===== src/sv/assert_macros.svh =====
// Assertion macros used by the checked module of the endpoint interpolator.
// Each macro expects signals named clk and arst_n in the including scope.
`ifndef ASSERT_MACROS_SVH
`define ASSERT_MACROS_SVH

// Antecedent implies consequent in the same cycle.
`define BC_ASSERT_IMP(lbl, ante, cons, msg) \
	lbl: assert property (@(posedge clk) disable iff (!arst_n) (ante) |-> (cons)) \
		else $error(msg);

// Antecedent implies consequent in the following cycle.
`define BC_ASSERT_NXT(lbl, ante, cons, msg) \
	lbl: assert property (@(posedge clk) disable iff (!arst_n) (ante) |=> (cons)) \
		else $error(msg);

`endif


===== src/sv/bc6h_ei_pkg.sv =====
// Package for the endpoint interpolator: weight tables, weight-set codes and types.
// No dependencies.
package bc6h_ei_pkg;

	localparam logic [1:0] WS_D3  = 2'd0;
	localparam logic [1:0] WS_D7  = 2'd1;
	localparam logic [1:0] WS_D15 = 2'd2;

	localparam logic [6:0] W7_TAB [8] = '{7'd0, 7'd9, 7'd18, 7'd27, 7'd37, 7'd46, 7'd55, 7'd64};
	localparam logic [6:0] W15_TAB [16] = '{7'd0, 7'd4, 7'd9, 7'd13, 7'd17, 7'd21, 7'd26,
		7'd30, 7'd34, 7'd38, 7'd43, 7'd47, 7'd51, 7'd55, 7'd60, 7'd64};

	localparam logic [24:0] MIX_ROUND = 25'd32;
	localparam logic [4:0]  SCALE_31  = 5'd31;
	localparam logic [15:0] HALF_SIGN = 16'h8000;
	localparam logic [15:0] HALF_UMAX = 16'h7BFF;

	typedef struct packed {
		logic [6:0] wa;
		logic [6:0] wb;
	} wpair_t;

	function automatic wpair_t pick_weights(input logic [3:0] idx, input logic [1:0] ws);
		wpair_t     w;
		logic [1:0] i3;
		logic [2:0] i7;
		logic [3:0] p;
		i3 = (idx > 4'd3) ? 2'd3 : idx[1:0];
		i7 = (idx > 4'd7) ? 3'd7 : idx[2:0];
		p  = 4'({2'b00, i3} * 4'd5);
		unique case (ws)
			WS_D3: begin
				w.wa = W15_TAB[4'd15 - p];
				w.wb = W15_TAB[p];
			end
			WS_D7: begin
				w.wa = W7_TAB[3'd7 - i7];
				w.wb = W7_TAB[i7];
			end
			default: begin
				w.wa = W15_TAB[4'd15 - idx];
				w.wb = W15_TAB[idx];
			end
		endcase
		return w;
	endfunction

endpackage


===== src/sv/bc6h_endpoint_interpolate_top.sv =====
// Endpoint unquantize and interpolate for one texel channel, with its request pipeline.
// Depends on bc6h_ei_pkg, bc6h_ei_unquant and assert_macros.svh.
//
// A request passes four register stages (unquantize and weight selection, the two
// weight products, the rounded blend, the 31/64 or 31/32 scaling into the output
// register); one request is accepted every cycle unless the output stalls.
// Each stage advances whenever the stage after it is empty or moving, so a stalled
// output holds every request in place without loss.
// The format register must only be written while the pipeline is empty.
module bc6h_endpoint_interpolate_top import bc6h_ei_pkg::*; (
	input  logic               clk,
	input  logic               arst_n,
	input  logic               cfg_we,
	input  logic               cfg_wdata,
	input  logic               in_valid,
	output logic               in_ready,
	input  logic signed [16:0] endpoint_a,
	input  logic signed [16:0] endpoint_b,
	input  logic        [4:0]  precision,
	input  logic        [3:0]  texel_index,
	input  logic        [1:0]  weight_set,
	output logic               out_valid,
	input  logic               out_ready,
	output logic        [15:0] texel_half_bits
);

`include "assert_macros.svh"

	logic signed_format_q;

	logic v_s1, v_s2, v_s3, v_s4;
	logic en1, en2, en3, en4;

	logic [4:0]         prec_c;
	logic signed [16:0] ua_c, ub_c;
	wpair_t             w_c;

	logic signed [16:0] ua_s1, ub_s1;
	wpair_t             w_s1;
	logic               sf_s1;

	logic signed [24:0] pa_s2, pb_s2;
	logic               sf_s2;

	logic signed [24:0] sum_c;
	logic signed [24:0] shf_c;
	logic signed [16:0] mix_c;
	logic [15:0]        mix_mag_c;
	logic [15:0]        mag_s3;
	logic               neg_s3;
	logic               sf_s3;

	logic [20:0] prod_c;
	logic [15:0] fin_c;
	logic [15:0] res_c;
	logic [15:0] res_s4;
	logic        sf_s4;

	always_ff @(posedge clk or negedge arst_n) begin
		if (!arst_n) begin
			signed_format_q <= 1'b0;
		end else if (cfg_we) begin
			signed_format_q <= cfg_wdata;
		end
	end

	assign en4      = !v_s4 || out_ready;
	assign en3      = !v_s3 || en4;
	assign en2      = !v_s2 || en3;
	assign en1      = !v_s1 || en2;
	assign in_ready = en1;

	always_ff @(posedge clk or negedge arst_n) begin
		if (!arst_n) begin
			v_s1 <= 1'b0;
			v_s2 <= 1'b0;
			v_s3 <= 1'b0;
			v_s4 <= 1'b0;
		end else begin
			if (en1) begin
				v_s1 <= in_valid;
			end
			if (en2) begin
				v_s2 <= v_s1;
			end
			if (en3) begin
				v_s3 <= v_s2;
			end
			if (en4) begin
				v_s4 <= v_s3;
			end
		end
	end

	assign prec_c = (precision < 5'd2) ? 5'd2 : ((precision > 5'd16) ? 5'd16 : precision);
	assign w_c    = pick_weights(texel_index, weight_set);

	bc6h_ei_unquant u_unq_a (
		.q          (endpoint_a),
		.prec       (prec_c),
		.signed_fmt (signed_format_q),
		.value      (ua_c)
	);

	bc6h_ei_unquant u_unq_b (
		.q          (endpoint_b),
		.prec       (prec_c),
		.signed_fmt (signed_format_q),
		.value      (ub_c)
	);

	assign sum_c     = pa_s2 + pb_s2 + $signed(MIX_ROUND);
	assign shf_c     = sum_c >>> 6;
	assign mix_c     = shf_c[16:0];
	assign mix_mag_c = mix_c[16] ? 16'(17'd0 - $unsigned(mix_c)) : mix_c[15:0];

	assign prod_c = {5'd0, mag_s3} * {16'd0, SCALE_31};
	assign fin_c  = sf_s3 ? prod_c[20:5] : {1'b0, prod_c[20:6]};
	assign res_c  = (neg_s3 && fin_c != 16'd0) ? (HALF_SIGN | fin_c) : fin_c;

	always_ff @(posedge clk) begin
		if (en1) begin
			ua_s1 <= ua_c;
			ub_s1 <= ub_c;
			w_s1  <= w_c;
			sf_s1 <= signed_format_q;
		end
		if (en2) begin
			pa_s2 <= 25'($signed({{8{ua_s1[16]}}, ua_s1}) * $signed({18'd0, w_s1.wa}));
			pb_s2 <= 25'($signed({{8{ub_s1[16]}}, ub_s1}) * $signed({18'd0, w_s1.wb}));
			sf_s2 <= sf_s1;
		end
		if (en3) begin
			mag_s3 <= mix_mag_c;
			neg_s3 <= mix_c[16];
			sf_s3  <= sf_s2;
		end
		if (en4) begin
			res_s4 <= res_c;
			sf_s4  <= sf_s3;
		end
	end

	assign out_valid       = v_s4;
	assign texel_half_bits = res_s4;

	`BC_ASSERT_IMP(a_unsigned_range, v_s4 && !sf_s4, res_s4 <= HALF_UMAX, "unsigned half out of range")
	`BC_ASSERT_IMP(a_no_neg_zero, v_s4, res_s4 != HALF_SIGN, "negative zero produced")
	`BC_ASSERT_NXT(a_stall_hold, v_s2 && v_s3 && v_s4 && !out_ready, v_s2 && v_s3 && v_s4,
		"request lost during stall")

endmodule


===== src/sv/bc6h_ei_unquant.sv =====
// Unquantizes one endpoint to the 16-bit range, unsigned or signed.
// Depends on bc6h_ei_pkg.
module bc6h_ei_unquant import bc6h_ei_pkg::*; (
	input  logic signed [16:0] q,
	input  logic        [4:0]  prec,
	input  logic               signed_fmt,
	output logic signed [16:0] value
);

	logic [15:0] qn;
	logic [15:0] top_u;
	logic [15:0] qc;
	logic [29:0] num_u;
	logic [15:0] val_u;
	logic [16:0] mag;
	logic [3:0]  sh_s;
	logic [14:0] thr_s;
	logic [28:0] num_s;
	logic [14:0] m_s;
	logic signed [16:0] val_s;

	always_comb begin
		qn    = q[16] ? 16'd0 : q[15:0];
		top_u = 16'((17'd1 << prec) - 17'd1);
		qc    = (qn > top_u) ? top_u : qn;
		num_u = {qc[13:0], 16'h8000} >> prec;
		if (prec >= 5'd15) begin
			val_u = qn;
		end else if (qc == 16'd0) begin
			val_u = 16'd0;
		end else if (qc == top_u) begin
			val_u = 16'hFFFF;
		end else begin
			val_u = num_u[15:0];
		end
	end

	always_comb begin
		mag   = q[16] ? (17'd0 - $unsigned(q)) : $unsigned(q);
		sh_s  = 4'(prec - 5'd1);
		thr_s = 15'((16'd1 << sh_s) - 16'd1);
		num_s = {mag[13:0], 15'h4000} >> sh_s;
		if (mag == 17'd0) begin
			m_s = 15'd0;
		end else if (mag >= {2'b00, thr_s}) begin
			m_s = 15'h7FFF;
		end else begin
			m_s = num_s[14:0];
		end
		if (prec == 5'd16) begin
			if (q > 17'sd32767) begin
				val_s = 17'sd32767;
			end else if (q < -17'sd32767) begin
				val_s = -17'sd32767;
			end else begin
				val_s = q;
			end
		end else if (q[16]) begin
			val_s = -$signed({2'b00, m_s});
		end else begin
			val_s = $signed({2'b00, m_s});
		end
	end

	assign value = signed_fmt ? val_s : $signed({1'b0, val_u});

endmodule


===== config.mk =====
export PLATFORM = sky130hd
export DESIGN_NAME = bc6h_endpoint_interpolate_top
export DESIGN_NICKNAME = d
export VERILOG_FILES = /design/src/sv/bc6h_ei_pkg.sv /design/src/sv/bc6h_endpoint_interpolate_top.sv /design/src/sv/bc6h_ei_unquant.sv
export VERILOG_INCLUDE_DIRS = /design/src /design/src/sv
export SDC_FILE = /design/constraint.sdc
export NUM_CORES = 1
export LEC_CHECK = 0
export ABC_CLOCK_PERIOD_IN_PS = 5700
export BUFFER_PORTS_ARGS = -buffer_cell sky130_fd_sc_hd__buf_2
export CAP_MARGIN = 20
export CORE_UTILIZATION = 60
export CTS_BUF_LIST = sky130_fd_sc_hd__clkbuf_4 sky130_fd_sc_hd__clkbuf_8 sky130_fd_sc_hd__clkbuf_16
export DETAILED_ROUTE_END_ITERATION = 7
export HOLD_SLACK_MARGIN = 0.05
export PLACE_DENSITY = 0.91
export SLEW_MARGIN = 10
export SYNTH_ARGS = -nofsm -noshare
export SYNTH_HDL_FRONTEND = slang
export SYNTH_SLANG_ARGS = --single-unit

===== constraint.sdc =====
create_clock -name clk -period 5.7 [get_ports clk]
set_input_delay 0.57 -clock clk [delete_from_list [all_inputs] [get_ports clk]]
set_output_delay 0.57 -clock clk [all_outputs]
set_load 0.005 [all_outputs]

# Yosys cells after proc, flatten, opt, wreduce, memory -nomap -nowiden
# Memory sizes are Yosys's and may differ from the RTL's.
# Index checks and enable logic that the tools add are counted.
[totals] register_bits=135 rom_bits=560 input_bits=51 output_inout_bits=18 wordCells=138 n_memories=6
[classes] add_sub_neg=13 n_mul=4 n_lt_le_gt_ge=19 eq_ne=4 n_shift=6 muxes=45 bitwise=6 n_reduce_logical=15
[memory_table] name="(name not given)" words=16 word_bits=7 read_ports=1 rd_clocked_by_memory_dff=0 wr=0 line="bc6h_ei_pkg.sv:42" rtl="w.wb = W15_TAB[idx];"
[memory_table] name="(name not given)" words=16 word_bits=7 read_ports=1 rd_clocked_by_memory_dff=0 wr=0 line="bc6h_ei_pkg.sv:41" rtl="w.wa = W15_TAB[4'd15 - idx];"
[memory_table] name="(name not given)" words=16 word_bits=7 read_ports=1 rd_clocked_by_memory_dff=0 wr=0 line="bc6h_ei_pkg.sv:34" rtl="w.wb = W15_TAB[p];"
[memory_table] name="(name not given)" words=16 word_bits=7 read_ports=1 rd_clocked_by_memory_dff=0 wr=0 line="bc6h_ei_pkg.sv:33" rtl="w.wa = W15_TAB[4'd15 - p];"
[memory_table] name="(name not given)" words=8 word_bits=7 read_ports=1 rd_clocked_by_memory_dff=0 wr=0 line="bc6h_ei_pkg.sv:38" rtl="w.wb = W7_TAB[i7];"
[memory_table] name="(name not given)" words=8 word_bits=7 read_ports=1 rd_clocked_by_memory_dff=0 wr=0 line="bc6h_ei_pkg.sv:37" rtl="w.wa = W7_TAB[3'd7 - i7];"
[op_table] operator="2-to-1 mux 16 bit" count=14
[op_table] operator="2-to-1 mux 17 bit" count=10
[op_table] operator="2-to-1 mux 7 bit" count=12
[op_table] operator="2-to-1 mux 15 bit" count=4
[op_table] operator="right shift 30 x 5 -> 16 bit" count=2
[op_table] operator="right shift 29 x 4 -> 15 bit" count=2
[op_table] operator="multiplier 17 x 8 -> 23 bit" count=2
[op_table] operator="greater-or-equal comparator 17 x 15 -> 1 bit" count=2
[op_table] operator="> comparator 17 x 16 -> 1 bit, second input constant" count=2
[op_table] operator="zero test 17 bit" count=2
[op_table] operator="less-than comparator 17 x 16 -> 1 bit, second input constant" count=2
[op_table] operator="negator 15 -> 17 bit" count=2
[op_table] operator="subtractor 1 x 17 -> 17 bit, first input constant" count=2
[op_table] operator="equality test 16 bit" count=2
[op_table] operator="> comparator 16 bit" count=2
[op_table] operator="zero test 16 bit" count=2
[op_table] operator="case mux 14 bit (2 select lines)" count=1
[op_table] operator="adder 23 bit" count=1
[op_table] operator="adder 23 x 7 -> 23 bit, second input constant" count=1
[op_table] operator="multiplier 16 x 5 -> 21 bit, second input constant" count=1
[op_table] operator="greater-or-equal comparator 5 bit, second input constant" count=4
[op_table] operator="inverter 4 -> 5 bit" count=4
[op_table] operator="nonzero test 16 bit" count=1
[op_table] operator="<< shifter 1 x 5 -> 16 bit, first input constant" count=1
[op_table] operator="24 further kinds" count=34

# Longest topological paths before layout
[depth] depth_word=13 ltp_mapped=39 depth_no_buf=28

# Hierarchy
# Synthesis repeated with hierarchy kept, for this count alone.
[hier_totals] hier_cells=3630 hier_area_um2=29503.3
[by_module_without_submodules] module="bc6h_endpoint_interpolate_top" instances=1 cells_per_inst=1726 area_per_inst_um2=16941.2
[by_module_without_submodules] module="bc6h_ei_unquant (u_unq_a)" instances=1 cells_per_inst=962 area_per_inst_um2=6316.1
[by_module_without_submodules] module="bc6h_ei_unquant (u_unq_b)" instances=1 cells_per_inst=942 area_per_inst_um2=6246.0

# Worst setup path after synthesis
# OpenSTA, ideal clock, no wires.
[synth_path] path_kind="input -> register" from="in precision[2]" to="reg ua_s1[14] (data pin)" setup_time_ns=0.272 arrival_time_ns=8.609 required_time_ns=5.428 setup_slack_ns=-3.181 path_stages=39 path_buffers=12 cell_sequence="clkbuf_2 -> nor3_1 -> nor2_1 -> inv_1 -> buf_2 -> buf_2 -> buf_2 -> buf_1 -> clkbuf_1 -> buf_2 -> ha_1 -> xnor2_1 -> buf_2 -> buf_1 -> clkbuf_1 -> nor2_1 -> nand2_1 -> ha_1 -> [3 not listed] -> nor2_1 -> ha_1 -> a21o_1 -> a211o_1 -> o221a_2 -> a221oi_1 -> a221oi_1 -> or2_1 -> clkbuf_1 -> o21ai_0 -> ha_1 -> nand3b_1 -> nor2b_1 -> and3_1 -> a32o_1 -> nor2b_1 -> o21ai_0 -> or4_1"
[synth_via] elab_chain_len=13 elab_cells_between_ends=27
[synth_lines] element="start, declared" line="bc6h_endpoint_interpolate_top.sv:19" rtl="input logic [4:0] precision,"
[synth_lines] element="> comparator 5 bit" line="bc6h_endpoint_interpolate_top.sv:95" rtl="assign prec_c = (precision < 5'd2) ? 5'd2 : ((precision > 5'd16) ? 5'd16 : precision);"
[synth_lines] element="2-to-1 mux 5 bit" line="bc6h_endpoint_interpolate_top.sv:95"
[synth_lines] element="2-to-1 mux 5 bit *" line="bc6h_endpoint_interpolate_top.sv:95"
[synth_lines] element="subtractor 4 x 1 -> 4 bit" line="bc6h_ei_unquant.sv:40" rtl="sh_s = 4'(prec - 5'd1);"
[synth_lines] element="<< shifter 1 x 4 -> 15 bit" line="bc6h_ei_unquant.sv:41" rtl="thr_s = 15'((16'd1 << sh_s) - 16'd1);"
[synth_lines] element="subtractor 15 x 1 -> 15 bit" line="bc6h_ei_unquant.sv:41"
[synth_lines] element="greater-or-equal comparator 17 x 15 -> 1 bit" line="bc6h_ei_unquant.sv:45" rtl="end else if (mag >= {2'b00, thr_s}) begin"
[synth_lines] element="2-to-1 mux 15 bit" line="bc6h_ei_unquant.sv:45"
[synth_lines] element="2-to-1 mux 15 bit" line="bc6h_ei_unquant.sv:43" rtl="if (mag == 17'd0) begin"
[synth_lines] element="negator 15 -> 17 bit" line="bc6h_ei_unquant.sv:59" rtl="val_s = -$signed({2'b00, m_s});"
[synth_lines] element="2-to-1 mux 17 bit" line="bc6h_ei_unquant.sv:58" rtl="end else if (q[16]) begin"
[synth_lines] element="2-to-1 mux 17 bit" line="bc6h_ei_unquant.sv:50" rtl="if (prec == 5'd16) begin"
[synth_lines] element="2-to-1 mux 16 bit *" line="bc6h_ei_unquant.sv:65" rtl="assign value = signed_fmt ? val_s : $signed({1'b0, val_u});"
[synth_lines] element="via u_unq_a.value[14]" line="bc6h_ei_unquant.sv:7" rtl="output logic signed [16:0] value"
[synth_lines] element="end signal, assigned" line="bc6h_endpoint_interpolate_top.sv:123" rtl="ua_s1 <= ua_c;"
[synth_lines] element="end, declared" line="bc6h_endpoint_interpolate_top.sv:38" rtl="logic signed [16:0] ua_s1, ub_s1;"
# Mark *: on every way through the listed nets, which the timed path passes. The rest lies on a longest branch.
# A chain may end at the register's enable or synchronous reset.

# Worst setup path after layout
[layout_path] from="reg ua_s1[2]" to="reg pa_s2[22] (data pin)"
[layout_via] elab_chain_len=1
[layout_lines] element="multiplier 17 x 8 -> 23 bit" line="bc6h_endpoint_interpolate_top.sv:129" rtl="pa_s2 <= 25'($signed({{8{ua_s1[16]}}, ua_s1}) * $signed({18'd0, w_s1.wa}));"
[layout_lines] element="end signal, assigned" line="bc6h_endpoint_interpolate_top.sv:129"
[layout_lines] element="end, declared" line="bc6h_endpoint_interpolate_top.sv:42" rtl="logic signed [24:0] pa_s2, pb_s2;"
# Every way passes these cells.

==> qor.yml <==
synthesis:
  syn_area_per_cell_um2: 8.433
  yosysMostFrequentCell: "inv_1"
  postSynthCellCount: 3038
  synthFlopType: "edfxtp_1"
  synth_commonest_cells: "inv_1 (318), ha_1 (255), nand2_1 (255)"
  yosysTopAreaCell: "fa_1"
  synth-edff-count: 129
  synth-seq-area-share: 0.1561
  ys_ff_latch: 134
  synth.area.top_cells: "fa_1 (17%), edfxtp_1 (15%), ha_1 (12%)"
  async_flop_share: 0.03731
  yosysUniqueCellTypes: 88
  ys_warn_count: 0
  yosysTopAreaCellShare: 0.1657
  syn_nets: 3556
  synth_area_um2: 25620
place:
  dpl_worst_slack_ns: -0.3059
  place.gp.congestion: 1.059
  dp_hpwl_um: 65090
  portBuffers: 68
  placed_area_um2: 28340
critical_path:
  worstSetupPathType: "reg2reg"
  path_common_cell: "fa_1"
  worstPathCellList: "and2_1, fa_1, fa_1, inv_1, fa_1, inv_1, fa_1, ha_1, inv_1, o21ai_0, a21oi_1, o21ai_0, a211oi_1, o21ai_0, nand3_1, and3_1, o41ai_1, a21oi_1, xor2_1"
  end_kind: "flop"
  cp.arrival_ns: 5.76
  worstPathRequired_ns: 5.90
  critPathSlowestCell: "edfxtp_1"
  worstSetupStartpointType: "flop"
  cpPeakStageDelay_ns: 0.55
  worstPathMaxFanout: 6
timing:
  timing.final.crit_period_ns: 5.556
  finalSetupViolCount: 0
  clock_skew_ns: 0.01048
  worst_slew_pin_slew_ns: 0.8345
  maxSlewHeadroom: 0.4437
  max_freq_ghz: 0.1800
  layout_setup_ws_ns: 0.1438
  holdWs_ns: 0.3108
  hold_violations: 0
  slew_viol_final: 0
  setup-tns-final_ns: 0
  fin_crit_sh: 0.9748
die:
  ios: 69
  core_um2: 42040
  start_util: 0.6094
  die_w_um: 208.6
  die_y_um: 208.6
  rows: 75
  dieArea_um2: 43530
grt:
  antenna_found_initial: 4
  grtUsageTotal: 0.3827
  grt_pass1_vias: 25010
  grt_max_degree: 52
  grt_pass1_wl_um: 131500
  overflow: 0
cts:
  cts_tree: "done"
  cts_num_sinks: 134
  cts-root-buf: "clkbuf_16"
  numCtsBuffers: 17
  cts_buffer_depth: 2
  clock_latency_ns: 0.45
  cts_max_level: 4
  cts.clk_slew.worst_paths_ns: 0.07
layout:
  area_delta_synth_final_pct: 13.46
  fin_nets: 3775
  fill_cells: 3113
  drive_gt1_frac: 0.1554
  final_cell_area_um2: 29070
route:
  wl_um: 83540
  antenna_left: 0
  dr.pass1.iters: 6
  drt_iter0_drc: 3008
  drc: 0
  avgRoutedWirePerCell_um: 21.91
  vias_per_cell: 6.471
  dr_total_vias: 24670
flow_run:
  maxCapViolations: 0
worst_hold_path:
  hold_path_class: "in2reg"
status:
  outcome: "complete, no violations"
-- kinds of logic after synthesis --
family                     Yosys count  share of synthesized area
DFF                                134                     0.1561
adders and majority gates          469                     0.2910
muxes                              117                    0.05577
and+or+nand+nor                   1026                     0.2032
buffers and inverters              467                    0.06945
xor gates and xnor gates           166                    0.05675
AOI/OAI and AO/OA                  659                     0.1678
-- metal layers --
layer,vias up,track usage,share of wire
li1,11080,-,-
met1,11620,0.4449,0.36
met2,1542,0.6374,0.47
met3,434,0.06733,0.089
met4,0,0.2812,0.081
met5,-,0,0
-- per-stage QoR --
stage,std cells,utilization
after global placement,3765,0.6742
final,3813,0.6915
after floorplan,3038,-
after global routing,3812,0.6914
after detailed placement,3765,0.6742
after CTS,3798,0.6877
-- final timing paths --
path	depth (start not counted)	slack (ns)	endpoint	from
max	19	0.14	pa_s2[22]$_DFFE_PP_	ua_s1[2]$_DFFE_PP_
min	2	0.31	v_s1$_DFFE_PN0P_	in_valid
max reg2reg	19	0.14	pa_s2[22]$_DFFE_PP_	ua_s1[2]$_DFFE_PP_
min reg2reg	0	0.44	sf_s3$_DFFE_PP_	sf_s2$_DFFE_PP_
max in group asynchronous	2	5.07	v_s3$_DFFE_PN0P_	arst_n
min in group asynchronous	2	0.50	signed_format_q$_DFFE_PN0P_	arst_n
-- timing repair --
item | in CTS | in global routing
hold buffers | 1 | 0
endpoints found under the hold margin | 5 | 0
buffers inserted | 0 | 11
setup endpoints to repair | 0 | 19
gates resized for setup | 0 | 16
-- cell usage in the layout, fill, tap and decap left out, types with 27 or more instances in the layout --
cell type    n
buf_2       68
a21o_1      28
nor2_1     204
ha_1       249
fa_1       212
nand4_1     28
and2_1     197
edfxtp_1   129
a31oi_1     32
nand2_1    254
o21ai_0    129
buf_4      275
nor2b_1     51
nand2b_1    27
a211oi_1    29
mux2i_1     66
xnor2_1    105
nand3_1     55
nor3_1      81
inv_1      313
xor2_1      58
a21oi_1    179
-- cell type report --
| type | instances | area [um2] | share of cell area |
|---|---|---|---|
| tap | 539 | 674.4 | 0.02320 |
| antenna | 4 | 10.01 | 0.0003443 |
| clock inverter | 14 | 125.1 | 0.004304 |
| clock buffer | 18 | 432.9 | 0.01489 |
| multi-input combinational | 2437 | 20170 | 0.6937 |
| timing repair buffer | 346 | 2455 | 0.08445 |
| inverter | 321 | 1207 | 0.04154 |
| sequential | 134 | 3999 | 0.1376 |
-- state kept, by name, indices dropped and copies added (netlist names), 13 cells and up --
signal / count
mag_s3: 16
pa_s2: 23
pb_s2: 23
texel_half_bits: 16
ua_s1: 17
ub_s1: 17
w_s1: 13
-- critical path, delay by kind of cell, from the launching register on --
| family | cells | cell delay, ns |
|---|---|---|
| and+or+nand+nor | 3 | 0.66 |
| buffers and inverters | 3 | 0.18 |
| DFF | 1 | 0.55 |
| xor gates and xnor gates | 1 | 0.15 |
| AOI/OAI and AO/OA | 7 | 1.54 |
| adders and majority gates | 5 | 2.22 |
Power is left out: the tool's default activity adds up to more than one toggle a clock period on the data nets, which glitch-free logic cannot reach.
